## config.mk

```make
export PLATFORM = sky130hd
export DESIGN_NAME = message_queue_with_wait_lists_unit
export DESIGN_NICKNAME = d
export VERILOG_FILES = /design/src/hdl/mqwl_pkg.sv /design/src/hdl/mqwl_ram.sv /design/src/hdl/mqwl_wait_list.sv /design/src/hdl/message_queue_with_wait_lists_unit.sv
export VERILOG_INCLUDE_DIRS = /design/src /design/src/hdl
export SDC_FILE = /design/constraint.sdc
export NUM_CORES = 1
export LEC_CHECK = 0
export BUFFER_PORTS_ARGS = -buffer_cell sky130_fd_sc_hd__buf_2
export CORE_UTILIZATION = 40
export DETAILED_ROUTE_END_ITERATION = 8
export SLEW_MARGIN = 5
export SYNTH_ARGS = -nofsm -noshare
export SYNTH_HDL_FRONTEND = slang
export SYNTH_SLANG_ARGS = --single-unit
```

## constraint.sdc

```tcl
create_clock -name clock -period 7.4 [get_ports clock]
set_input_delay 0.74 -clock clock [delete_from_list [all_inputs] [get_ports clock]]
set_output_delay 0.74 -clock clock [all_outputs]
set_load 0.02 [all_outputs]
```

## src/hdl/message_queue_with_wait_lists_unit_defines.svh

```systemverilog
// ----------------------------------------------------------------------------
// message queue with wait lists - assertion macros
// Shared assertion forms for the message queue unit.
// ----------------------------------------------------------------------------
`ifndef MESSAGE_QUEUE_WITH_WAIT_LISTS_UNIT_DEFINES_SVH
`define MESSAGE_QUEUE_WITH_WAIT_LISTS_UNIT_DEFINES_SVH

// same-cycle implication, disabled in reset
`define MQWL_ASSERT_IMPLY(lbl, clk, rst, ante, cons, msg) \
   lbl: assert property (@(posedge clk) disable iff (rst) (ante) |-> (cons)) else $error(msg);

// next-cycle implication, disabled in reset
`define MQWL_ASSERT_NEXT(lbl, clk, rst, ante, cons, msg) \
   lbl: assert property (@(posedge clk) disable iff (rst) (ante) |=> (cons)) else $error(msg);

`endif

```

## src/hdl/mqwl_pkg.sv

```systemverilog
// ----------------------------------------------------------------------------
// mqwl_pkg
// Types, sizes and codes shared by the message queue with wait lists.
// ----------------------------------------------------------------------------
package mqwl_pkg;

   // sizes
   localparam int DEPTH       = 16;
   localparam int DATA_WIDTH  = 32;
   localparam int MAX_TASKS   = 8;
   localparam int IDX_W       = $clog2(DEPTH);
   localparam int FILL_W      = 5;
   localparam int TASK_W      = 3;
   localparam int LCNT_W      = $clog2(MAX_TASKS + 1);
   localparam int ACTION_W    = 3;
   localparam int STATUS_W    = 2;
   localparam int CSR_INDEX_W = 1;
   localparam int CSR_DATA_W  = 5;

   // request codes
   localparam logic [ACTION_W-1:0] ACT_SEND_BLOCK    = 3'd0;
   localparam logic [ACTION_W-1:0] ACT_RECV_BLOCK    = 3'd1;
   localparam logic [ACTION_W-1:0] ACT_SEND_NONBLOCK = 3'd2;
   localparam logic [ACTION_W-1:0] ACT_RECV_NONBLOCK = 3'd3;
   localparam logic [ACTION_W-1:0] ACT_PEEK          = 3'd4;
   localparam logic [ACTION_W-1:0] ACT_RESET         = 3'd5;

   // status codes
   localparam logic [STATUS_W-1:0] STATUS_DONE    = 2'd0;
   localparam logic [STATUS_W-1:0] STATUS_BLOCKED = 2'd1;
   localparam logic [STATUS_W-1:0] STATUS_FULL    = 2'd2;
   localparam logic [STATUS_W-1:0] STATUS_EMPTY   = 2'd3;

   // register indexes
   localparam logic [CSR_INDEX_W-1:0] CSR_CAPACITY      = 1'd0;
   localparam logic [CSR_INDEX_W-1:0] CSR_NOTIFY_ENABLE = 1'd1;

   // control state
   typedef enum logic {
      ST_IDLE,
      ST_DRAIN
   } state_type;

   // wait list command and status
   typedef struct packed {
      logic              pop;
      logic              append;
      logic [TASK_W-1:0] task_id;
   } wl_cmd_type;

   typedef struct packed {
      logic              empty;
      logic              single;
      logic [TASK_W-1:0] head;
   } wl_stat_type;

endpackage

```

## src/hdl/mqwl_ram.sv

```systemverilog
// ----------------------------------------------------------------------------
// mqwl_ram
// Generic single-write, single-read RAM with registered read data.
// ----------------------------------------------------------------------------
module mqwl_ram #(
   parameter int WIDTH = 32,
   parameter int DEPTH = 16
) (
   input  logic                     clock,
   input  logic                     wr_en,
   input  logic [$clog2(DEPTH)-1:0] wr_addr,
   input  logic [WIDTH-1:0]         wr_data,
   input  logic                     rd_en,
   input  logic [$clog2(DEPTH)-1:0] rd_addr,
   output logic [WIDTH-1:0]         rd_data
);

   logic [WIDTH-1:0] mem_ff [DEPTH];
   logic [WIDTH-1:0] rd_data_ff;

   // write port
   always_ff @(posedge clock) begin
      if (wr_en) begin
         mem_ff[wr_addr] <= wr_data;
      end
   end

   // registered read port
   always_ff @(posedge clock) begin
      if (rd_en) begin
         rd_data_ff <= mem_ff[rd_addr];
      end
   end

   assign rd_data = rd_data_ff;

endmodule

```

## src/hdl/mqwl_wait_list.sv

```systemverilog
// ----------------------------------------------------------------------------
// mqwl_wait_list
// Ordered list of waiting task numbers: pop from the head, or append at the
// tail after dropping an earlier entry of the same task.
// ----------------------------------------------------------------------------
module mqwl_wait_list (
   input  logic                clock,
   input  logic                reset,
   input  mqwl_pkg::wl_cmd_type  cmd,
   output mqwl_pkg::wl_stat_type stat
);

   logic [mqwl_pkg::TASK_W-1:0] entries_ff [mqwl_pkg::MAX_TASKS];
   logic [mqwl_pkg::TASK_W-1:0] entries_in [mqwl_pkg::MAX_TASKS];
   logic [mqwl_pkg::LCNT_W-1:0] count_ff;
   logic [mqwl_pkg::LCNT_W-1:0] count_in;
   logic [mqwl_pkg::MAX_TASKS-1:0] hit_vec;
   logic [mqwl_pkg::TASK_W-1:0]    hit_pos;
   logic [mqwl_pkg::TASK_W-1:0]    rm_pos;
   logic                           rm_hit;
   logic [mqwl_pkg::LCNT_W-1:0]    cnt_mid;

   // parallel match against the live entries, first hit wins
   always_comb begin
      hit_pos = '0;
      for (int i = 0; i < mqwl_pkg::MAX_TASKS; i++) begin
         hit_vec[i] = (mqwl_pkg::LCNT_W'(i) < count_ff) && (entries_ff[i] == cmd.task_id);
      end
      for (int i = mqwl_pkg::MAX_TASKS - 1; i >= 0; i--) begin
         if (hit_vec[i]) begin
            hit_pos = mqwl_pkg::TASK_W'(i);
         end
      end
   end

   // remove one entry and close the gap, then append at the tail
   always_comb begin
      rm_hit = 1'b0;
      rm_pos = '0;
      if (cmd.pop) begin
         rm_hit = (count_ff != '0);
      end else if (cmd.append) begin
         rm_hit = |hit_vec;
         rm_pos = hit_pos;
      end
      for (int i = 0; i < mqwl_pkg::MAX_TASKS; i++) begin
         entries_in[i] = entries_ff[i];
      end
      for (int i = 0; i < mqwl_pkg::MAX_TASKS - 1; i++) begin
         if (rm_hit && (mqwl_pkg::TASK_W'(i) >= rm_pos)) begin
            entries_in[i] = entries_ff[i + 1];
         end
      end
      cnt_mid  = count_ff - mqwl_pkg::LCNT_W'(rm_hit);
      count_in = cnt_mid;
      if (cmd.append && (cnt_mid < mqwl_pkg::LCNT_W'(mqwl_pkg::MAX_TASKS))) begin
         entries_in[cnt_mid[mqwl_pkg::TASK_W-1:0]] = cmd.task_id;
         count_in = cnt_mid + mqwl_pkg::LCNT_W'(1);
      end
   end

   // list entries
   always_ff @(posedge clock) begin
      for (int i = 0; i < mqwl_pkg::MAX_TASKS; i++) begin
         entries_ff[i] <= entries_in[i];
      end
   end

   // fill count
   always_ff @(posedge clock) begin
      if (reset) begin
         count_ff <= '0;
      end else begin
         count_ff <= count_in;
      end
   end

   assign stat.empty  = (count_ff == '0);
   assign stat.single = (count_ff == mqwl_pkg::LCNT_W'(1));
   assign stat.head   = entries_ff[0];

endmodule

```

## src/hdl/message_queue_with_wait_lists_unit.sv

```systemverilog
// ----------------------------------------------------------------------------
// message_queue_with_wait_lists_unit
// Task message queue: circular word store in RAM, receiver and sender wait
// lists, with blocking, non-blocking, peek and reset requests.
// ----------------------------------------------------------------------------
//
//  channel   ports                       handshake
//  --------  --------------------------  -------------------------------
//  request   start, busy, req_*          taken when start & !busy
//  result    rsp_strobe, rsp_*           one-cycle strobe per result, no stall
//  control   csr_write_enable, csr_*     written when write enable high
//
//  Each request gives its result in the cycle after it is taken; a word read
//  comes straight from the registered RAM output in that cycle.
//  A new request may be taken every cycle, except during a reset request
//  with N senders waiting, which holds busy for N-1 cycles while the sender
//  list drains one task a cycle; undefined request codes give no result.
//  Synchronous reset empties the queue and both wait lists at once.
//  The receiver cannot stall results.
//
module message_queue_with_wait_lists_unit (
   input  logic                                  clock,
   input  logic                                  reset,
   input  logic                                  start,
   output logic                                  busy,
   input  logic [mqwl_pkg::ACTION_W-1:0]         req_action,
   input  logic [mqwl_pkg::TASK_W-1:0]           req_task_id,
   input  logic [31:0]                           req_send_data,
   output logic                                  rsp_strobe,
   output logic [mqwl_pkg::STATUS_W-1:0]         rsp_status,
   output logic [31:0]                           rsp_read_data,
   output logic                                  rsp_woken_valid,
   output logic [mqwl_pkg::TASK_W-1:0]           rsp_woken_task,
   output logic                                  rsp_notify,
   output logic [mqwl_pkg::FILL_W-1:0]           rsp_fill_level,
   output logic                                  rsp_last,
   input  logic                                  csr_write_enable,
   input  logic [mqwl_pkg::CSR_INDEX_W-1:0]      csr_index,
   input  logic [mqwl_pkg::CSR_DATA_W-1:0]       csr_write_data
);

`include "message_queue_with_wait_lists_unit_defines.svh"

   // control and queue state
   mqwl_pkg::state_type          state_ff, state_in;
   logic [mqwl_pkg::FILL_W-1:0]  held_ff, held_in;
   logic [mqwl_pkg::IDX_W-1:0]   ri_ff, ri_in;
   logic [mqwl_pkg::IDX_W-1:0]   wi_ff, wi_in;
   logic [mqwl_pkg::FILL_W-1:0]  cap_ff;
   logic                         notify_en_ff;

   // result registers
   logic                         strobe_ff, strobe_in;
   logic [mqwl_pkg::STATUS_W-1:0] status_ff, status_in;
   logic                         rd_sel_ff, rd_sel_in;
   logic                         woken_valid_ff, woken_valid_in;
   logic [mqwl_pkg::TASK_W-1:0]  woken_task_ff, woken_task_in;
   logic                         notify_ff, notify_in;
   logic [mqwl_pkg::FILL_W-1:0]  fill_ff;
   logic                         last_ff, last_in;

   // fsm outputs and datapath signals
   logic                         accept;
   logic                         drain_pop;
   logic [mqwl_pkg::FILL_W-1:0]  eff_cap;
   logic                         has_room;
   logic                         has_word;
   logic                         ram_we;
   logic                         ram_re;
   logic [mqwl_pkg::DATA_WIDTH-1:0] ram_rd_data;
   mqwl_pkg::wl_cmd_type         rx_cmd, tx_cmd;
   mqwl_pkg::wl_stat_type        rx_stat, tx_stat;

   // next index with wrap at the effective capacity
   function automatic logic [mqwl_pkg::IDX_W-1:0] advance(
      input logic [mqwl_pkg::IDX_W-1:0]  idx,
      input logic [mqwl_pkg::FILL_W-1:0] cap
   );
      logic [mqwl_pkg::FILL_W-1:0] n;
      n = mqwl_pkg::FILL_W'(idx) + mqwl_pkg::FILL_W'(1);
      return (n >= cap) ? '0 : n[mqwl_pkg::IDX_W-1:0];
   endfunction

   assign accept = start && !busy;

   // effective capacity: zero acts as one, above depth acts as depth
   always_comb begin
      if (cap_ff == '0) begin
         eff_cap = mqwl_pkg::FILL_W'(1);
      end else if (cap_ff > mqwl_pkg::FILL_W'(mqwl_pkg::DEPTH)) begin
         eff_cap = mqwl_pkg::FILL_W'(mqwl_pkg::DEPTH);
      end else begin
         eff_cap = cap_ff;
      end
   end

   assign has_room = (held_ff < eff_cap);
   assign has_word = (held_ff != '0);

   // next state
   always_comb begin
      state_in = state_ff;
      unique case (state_ff)
         mqwl_pkg::ST_IDLE: begin
            if (accept && (req_action == mqwl_pkg::ACT_RESET) &&
                !tx_stat.empty && !tx_stat.single) begin
               state_in = mqwl_pkg::ST_DRAIN;
            end
         end
         mqwl_pkg::ST_DRAIN: begin
            if (tx_stat.single) begin
               state_in = mqwl_pkg::ST_IDLE;
            end
         end
         default: state_in = mqwl_pkg::ST_IDLE;
      endcase
   end

   // fsm outputs
   always_comb begin
      busy      = 1'b0;
      drain_pop = 1'b0;
      unique case (state_ff)
         mqwl_pkg::ST_IDLE: begin
            busy = 1'b0;
         end
         mqwl_pkg::ST_DRAIN: begin
            busy      = 1'b1;
            drain_pop = 1'b1;
         end
         default: busy = 1'b0;
      endcase
   end

   // request decode: store access, index update, wait lists, result fields
   always_comb begin
      ram_we         = 1'b0;
      ram_re         = 1'b0;
      held_in        = held_ff;
      ri_in          = ri_ff;
      wi_in          = wi_ff;
      rx_cmd         = '{pop: 1'b0, append: 1'b0, task_id: req_task_id};
      tx_cmd         = '{pop: 1'b0, append: 1'b0, task_id: req_task_id};
      strobe_in      = 1'b0;
      status_in      = mqwl_pkg::STATUS_DONE;
      rd_sel_in      = 1'b0;
      woken_valid_in = 1'b0;
      woken_task_in  = '0;
      notify_in      = 1'b0;
      last_in        = 1'b1;
      if (drain_pop) begin
         // reset drain: release one waiting sender a cycle
         tx_cmd.pop     = 1'b1;
         strobe_in      = 1'b1;
         woken_valid_in = 1'b1;
         woken_task_in  = tx_stat.head;
         last_in        = tx_stat.single;
      end else if (accept) begin
         unique case (req_action)
            mqwl_pkg::ACT_SEND_BLOCK, mqwl_pkg::ACT_SEND_NONBLOCK: begin
               strobe_in = 1'b1;
               if (has_room) begin
                  ram_we         = 1'b1;
                  wi_in          = advance(wi_ff, eff_cap);
                  held_in        = held_ff + mqwl_pkg::FILL_W'(1);
                  rx_cmd.pop     = 1'b1;
                  woken_valid_in = !rx_stat.empty;
                  woken_task_in  = rx_stat.empty ? '0 : rx_stat.head;
                  notify_in      = notify_en_ff;
               end else if (req_action == mqwl_pkg::ACT_SEND_BLOCK) begin
                  tx_cmd.append = 1'b1;
                  status_in     = mqwl_pkg::STATUS_BLOCKED;
               end else begin
                  status_in = mqwl_pkg::STATUS_FULL;
               end
            end
            mqwl_pkg::ACT_RECV_BLOCK, mqwl_pkg::ACT_RECV_NONBLOCK: begin
               strobe_in = 1'b1;
               if (has_word) begin
                  ram_re         = 1'b1;
                  rd_sel_in      = 1'b1;
                  ri_in          = advance(ri_ff, eff_cap);
                  held_in        = held_ff - mqwl_pkg::FILL_W'(1);
                  tx_cmd.pop     = 1'b1;
                  woken_valid_in = !tx_stat.empty;
                  woken_task_in  = tx_stat.empty ? '0 : tx_stat.head;
               end else if (req_action == mqwl_pkg::ACT_RECV_BLOCK) begin
                  rx_cmd.append = 1'b1;
                  status_in     = mqwl_pkg::STATUS_BLOCKED;
               end else begin
                  status_in = mqwl_pkg::STATUS_EMPTY;
               end
            end
            mqwl_pkg::ACT_PEEK: begin
               strobe_in = 1'b1;
               if (has_word) begin
                  ram_re    = 1'b1;
                  rd_sel_in = 1'b1;
               end else begin
                  status_in = mqwl_pkg::STATUS_EMPTY;
               end
            end
            mqwl_pkg::ACT_RESET: begin
               strobe_in = 1'b1;
               held_in   = '0;
               ri_in     = '0;
               wi_in     = '0;
               if (!tx_stat.empty) begin
                  tx_cmd.pop     = 1'b1;
                  woken_valid_in = 1'b1;
                  woken_task_in  = tx_stat.head;
                  last_in        = tx_stat.single;
               end
            end
            default: strobe_in = 1'b0;
         endcase
      end
   end

   // word store
   mqwl_ram #(
      .WIDTH (mqwl_pkg::DATA_WIDTH),
      .DEPTH (mqwl_pkg::DEPTH)
   ) u_word_store (
      .clock   (clock),
      .wr_en   (ram_we),
      .wr_addr (wi_ff),
      .wr_data (req_send_data[mqwl_pkg::DATA_WIDTH-1:0]),
      .rd_en   (ram_re),
      .rd_addr (ri_ff),
      .rd_data (ram_rd_data)
   );

   // receiver wait list
   mqwl_wait_list u_rx_list (
      .clock (clock),
      .reset (reset),
      .cmd   (rx_cmd),
      .stat  (rx_stat)
   );

   // sender wait list
   mqwl_wait_list u_tx_list (
      .clock (clock),
      .reset (reset),
      .cmd   (tx_cmd),
      .stat  (tx_stat)
   );

   // control state
   always_ff @(posedge clock) begin
      if (reset) begin
         state_ff  <= mqwl_pkg::ST_IDLE;
         held_ff   <= '0;
         ri_ff     <= '0;
         wi_ff     <= '0;
         strobe_ff <= 1'b0;
      end else begin
         state_ff  <= state_in;
         held_ff   <= held_in;
         ri_ff     <= ri_in;
         wi_ff     <= wi_in;
         strobe_ff <= strobe_in;
      end
   end

   // control registers
   always_ff @(posedge clock) begin
      if (reset) begin
         cap_ff       <= mqwl_pkg::FILL_W'(mqwl_pkg::DEPTH);
         notify_en_ff <= 1'b0;
      end else if (csr_write_enable) begin
         unique case (csr_index)
            mqwl_pkg::CSR_CAPACITY:      cap_ff       <= csr_write_data;
            mqwl_pkg::CSR_NOTIFY_ENABLE: notify_en_ff <= csr_write_data[0];
            default:                     cap_ff       <= cap_ff;
         endcase
      end
   end

   // result payload
   always_ff @(posedge clock) begin
      if (strobe_in) begin
         status_ff      <= status_in;
         rd_sel_ff      <= rd_sel_in;
         woken_valid_ff <= woken_valid_in;
         woken_task_ff  <= woken_task_in;
         notify_ff      <= notify_in;
         fill_ff        <= held_in;
         last_ff        <= last_in;
      end
   end

   assign rsp_strobe      = strobe_ff;
   assign rsp_status      = status_ff;
   assign rsp_read_data   = rd_sel_ff ? 32'(ram_rd_data) : '0;
   assign rsp_woken_valid = woken_valid_ff;
   assign rsp_woken_task  = woken_task_ff;
   assign rsp_notify      = notify_ff;
   assign rsp_fill_level  = fill_ff;
   assign rsp_last        = last_ff;

   // checks
   `MQWL_ASSERT_IMPLY(a_held_bound, clock, reset, 1'b1,
      held_ff <= mqwl_pkg::FILL_W'(mqwl_pkg::DEPTH), "held count above store depth")
   `MQWL_ASSERT_IMPLY(a_drain_has_sender, clock, reset, state_ff == mqwl_pkg::ST_DRAIN,
      !tx_stat.empty, "drain with empty sender list")
   `MQWL_ASSERT_IMPLY(a_wake_only_done, clock, reset, rsp_strobe && rsp_woken_valid,
      rsp_status == mqwl_pkg::STATUS_DONE, "woken task on a failed transaction")
   `MQWL_ASSERT_NEXT(a_drain_gives_result, clock, reset, busy,
      rsp_strobe, "drain cycle gave no result")

endmodule

```

==> flow_summary.json <==
{
  "outcome": "finished, final reports clean",
  "synth_flop_cell": "edfxtp_1",
  "pin_count": 95,
  "seq_area_frac_synth": 0.706,
  "ant_nets": 0,
  "post_drt_wl_per_cell_um": 23.4,
  "cts_tree": "built",
  "cp.arrival_ns": 4.55,
  "yosysMostFrequentCell": "edfxtp_1",
  "worst_pin_slew_ns": 1.08,
  "tns_ns": 0,
  "grt_util_all_layers": 0.178,
  "slew_headroom": 0.263,
  "fin_area_sq_mm": 0.0299,
  "drtPass1Iterations": 5,
  "gp_congestion": 0.840,
  "synth.largest_area_cell": "edfxtp_1",
  "syn_nets": 1513,
  "crit_chain": "inv_1, ha_1, or4b_1, and2_2, o31ai_1, nand2b_1, o2bb2ai_1, inv_1, ha_1, nand2_1, xor2_1, o211ai_1, nor4_1",
  "grt_max_degree": 68,
  "nNetsFinal": 1631,
  "rows": 93,
  "port_buffers": 94,
  "worstHoldPathCells": 2,
  "reg2reg_depth": 13,
  "drt_iter0_drc": 931,
  "yosysWarnings": 0,
  "syn_to_final_growth_pct": 14.9,
  "cts_setup_buffers": 0,
  "vias": 13500,
  "die_w_um": 257,
  "synthArstFlopShare": 0,
  "dp_hpwl_um": 31100,
  "synth_edf_count": 564,
  "htreeDepth": 3,
  "clkLatencyLatePin_ns": 0.62,
  "avgSynthCellArea_sq_um": 18.1,
  "p_per_area_mw_per_mm2": 264,
  "ys_ff_latch": 635,
  "crit_path_start": "held_ff[0]",
  "crit_path_max_incr_delay_ns": 0.61,
  "core_sq_mm": 0.0643,
  "cts_made_buffers": 69,
  "worstSetupPathType": "reg -> reg",
  "fin_crit_ns": 4.31,
  "cp_slowest_cell": "nor4_1",
  "fin_skew_ns": 0.0306,
  "min_to": "cap_ff[4]",
  "root_buffer": "clkbuf_16",
  "worst_slack_ns": 3.09,
  "grt_pass1_wl_um": 87900,
  "final_hold_viol_count": 0,
  "leakagePower_uw": 0.00990,
  "synth_top_area_share": 0.652,
  "place_area_sq_mm": 0.0276,
  "max-clock-path-buffers": 3,
  "cap_violations": 0,
  "drive_above_1_share": 0.264,
  "syn_inst": 1438,
  "end_kind": "flip-flop",
  "clkSinkCount": 635,
  "drv_slew": 0,
  "rrSetupSlack_ns": 3.09,
  "drc_errors": 0,
  "clkSlewWorstSetupHoldPaths_ns": 0.06,
  "setup_viol": 0,
  "cts-resized-gates": 0,
  "drt_wl_total_um": 57800,
  "reg2reg_from": "held_ff[0]",
  "fmax_mhz": 232,
  "synth_commonest_cells": "564 x edfxtp_1, 160 x mux4_2, 94 x nor2_1",
  "synth_area_sq_mm": 0.0260,
  "start_util": 0.404,
  "die-area_sq_mm": 0.0660,
  "finalCritPeriodShare": 0.582,
  "synth_area_leaders": "edfxtp_1 65%, mux4_2 14%, dfxtp_1 5.5%",
  "min-delay-start": "csr_write_data[4]",
  "ctsHoldBuffers": 0,
  "die_h_um": 257,
  "rsz0062_at_grt": "false",
  "overflow": 0,
  "dp_slack_ns": 2.79,
  "ys_types": 59,
  "hp-class": "in -> reg",
  "grt_pass1_vias": 14000,
  "ir_drop_uv": 222,
  "antenna_found_initial": 5,
  "vias_per_cell": 5.45,
  "critPathLaunchType": "flip-flop",
  "required_ns": 7.65,
  "worst-path-max-fanout": 9
}
[worst max-delay path by stage]
stage	depth (start not counted)	endpoint	slack [ns]
final	13	flip-flop	3.09
after global routing	14	u_tx_list.entries_ff[0][4]	2.71
after CTS	13	flip-flop	3.15
after detailed placement	14	u_rx_list.entries_ff[1][2]	2.79
after global placement	14	u_rx_list.entries_ff[1][0]	2.98
after floorplan	10	u_word_store.mem_ff[3][0]	2.95
[power by group]
group	internal (uW)	total [uW]	switching, uW
logic	161	354	193
clock network	2060	3490	1420
registers	3970	4040	69.5
total	6190	7880	1680
[layer usage]
layer / wire length (um) / GRT usage / share of wire / vias to the layer above
met1: 25200 / 0.241 / 0.44 / 7048
li1: - / - / - / 6005
met2: 29000 / 0.298 / 0.50 / 283
met4: 1190 / 0.0484 / 0.021 / 10
met3: 2320 / 0.0314 / 0.040 / 109
met5: 62 / 0 / 0.0011 / -
[cells in the final DEF, fill, tap and decap left out, types with 15 or more instances in the layout]
cell,instances
o21ai_0,15
buf_4,24
nand3_1,18
a21oi_1,61
edfxtp_1,564
buf_2,94
nand2_1,34
ha_1,27
mux2i_1,39
nor4_1,17
clkbuf_1,16
nor2_1,82
xor2_1,39
mux4_2,160
clkbuf_16,71
xnor2_1,20
dfxtp_1,67
and2_1,34
inv_1,22
[final cells by class]
| type | count | area [sq um] |
|---|---|---|
| multi-input combinational | 710 | 7380 |
| inverter | 22 | 82.6 |
| antenna | 1 | 2.50 |
| sequential | 635 | 18400 |
| clock inverter | 40 | 475 |
| clock buffer | 87 | 1840 |
| tap | 855 | 1070 |
| fill | 5425 | 34500 |
| timing repair buffer | 118 | 651 |
[metrics by stage]
step / hold slack, ns / util / cells / total power (uW)
after detailed placement: 0.475 / 0.428 / 2340 / 4470
final: 0.363 / 0.464 / 2468 / 7880
after floorplan: 0.432 / - / 1438 / 4340
after global placement: 0.437 / 0.428 / 2340 / 4450
after global routing: 0.356 / 0.464 / 2467 / 8120
after CTS: 0.334 / 0.464 / 2467 / 7960
[critical path: cells and delay by family, from the launching register on]
family	cells	cell delay (ns)
and+or+nand+nor	5	1.70
AOI/OAI and AO/OA	3	1.03
DFF	1	0.39
adders and majority gates	2	0.39
xor gates and xnor gates	1	0.24
buffers and inverters	2	0.20
[kinds of logic (layout without fill, tap and decap cells)]
group	after synthesis	in the layout	synth area share
and+or+nand+nor	277	277	0.0542
DFF	635	635	0.706
muxes	212	212	0.159
xor gates and xnor gates	59	59	0.0199
buffers and inverters	93	267	0.0140
adders and majority gates	27	27	0.0130
AOI/OAI and AO/OA	135	135	0.0332
other	0	1	0
[sequential cells by signal, summed over array words and instances (netlist names), named ones only]
| signal | flops |
|---|---|
| cap_ff | 5 |
| held_ff | 5 |
| notify_en_ff | 1 |
| rd_sel_ff | 1 |
| ri_ff | 4 |
| rsp_fill_level | 5 |
| rsp_last | 1 |
| rsp_notify | 1 |
| rsp_status | 2 |
| rsp_strobe | 1 |
| rsp_woken_task | 3 |
| rsp_woken_valid | 1 |
| state_ff | 1 |
| u_rx_list.count_ff | 4 |
| u_rx_list.entries_ff | 21 |
| u_tx_list.count_ff | 4 |
| u_tx_list.entries_ff | 21 |
| u_word_store.mem_ff | 512 |
| u_word_store.rd_data | 32 |
| wi_ff | 4 |
Power figures use the tool's default switching activity.
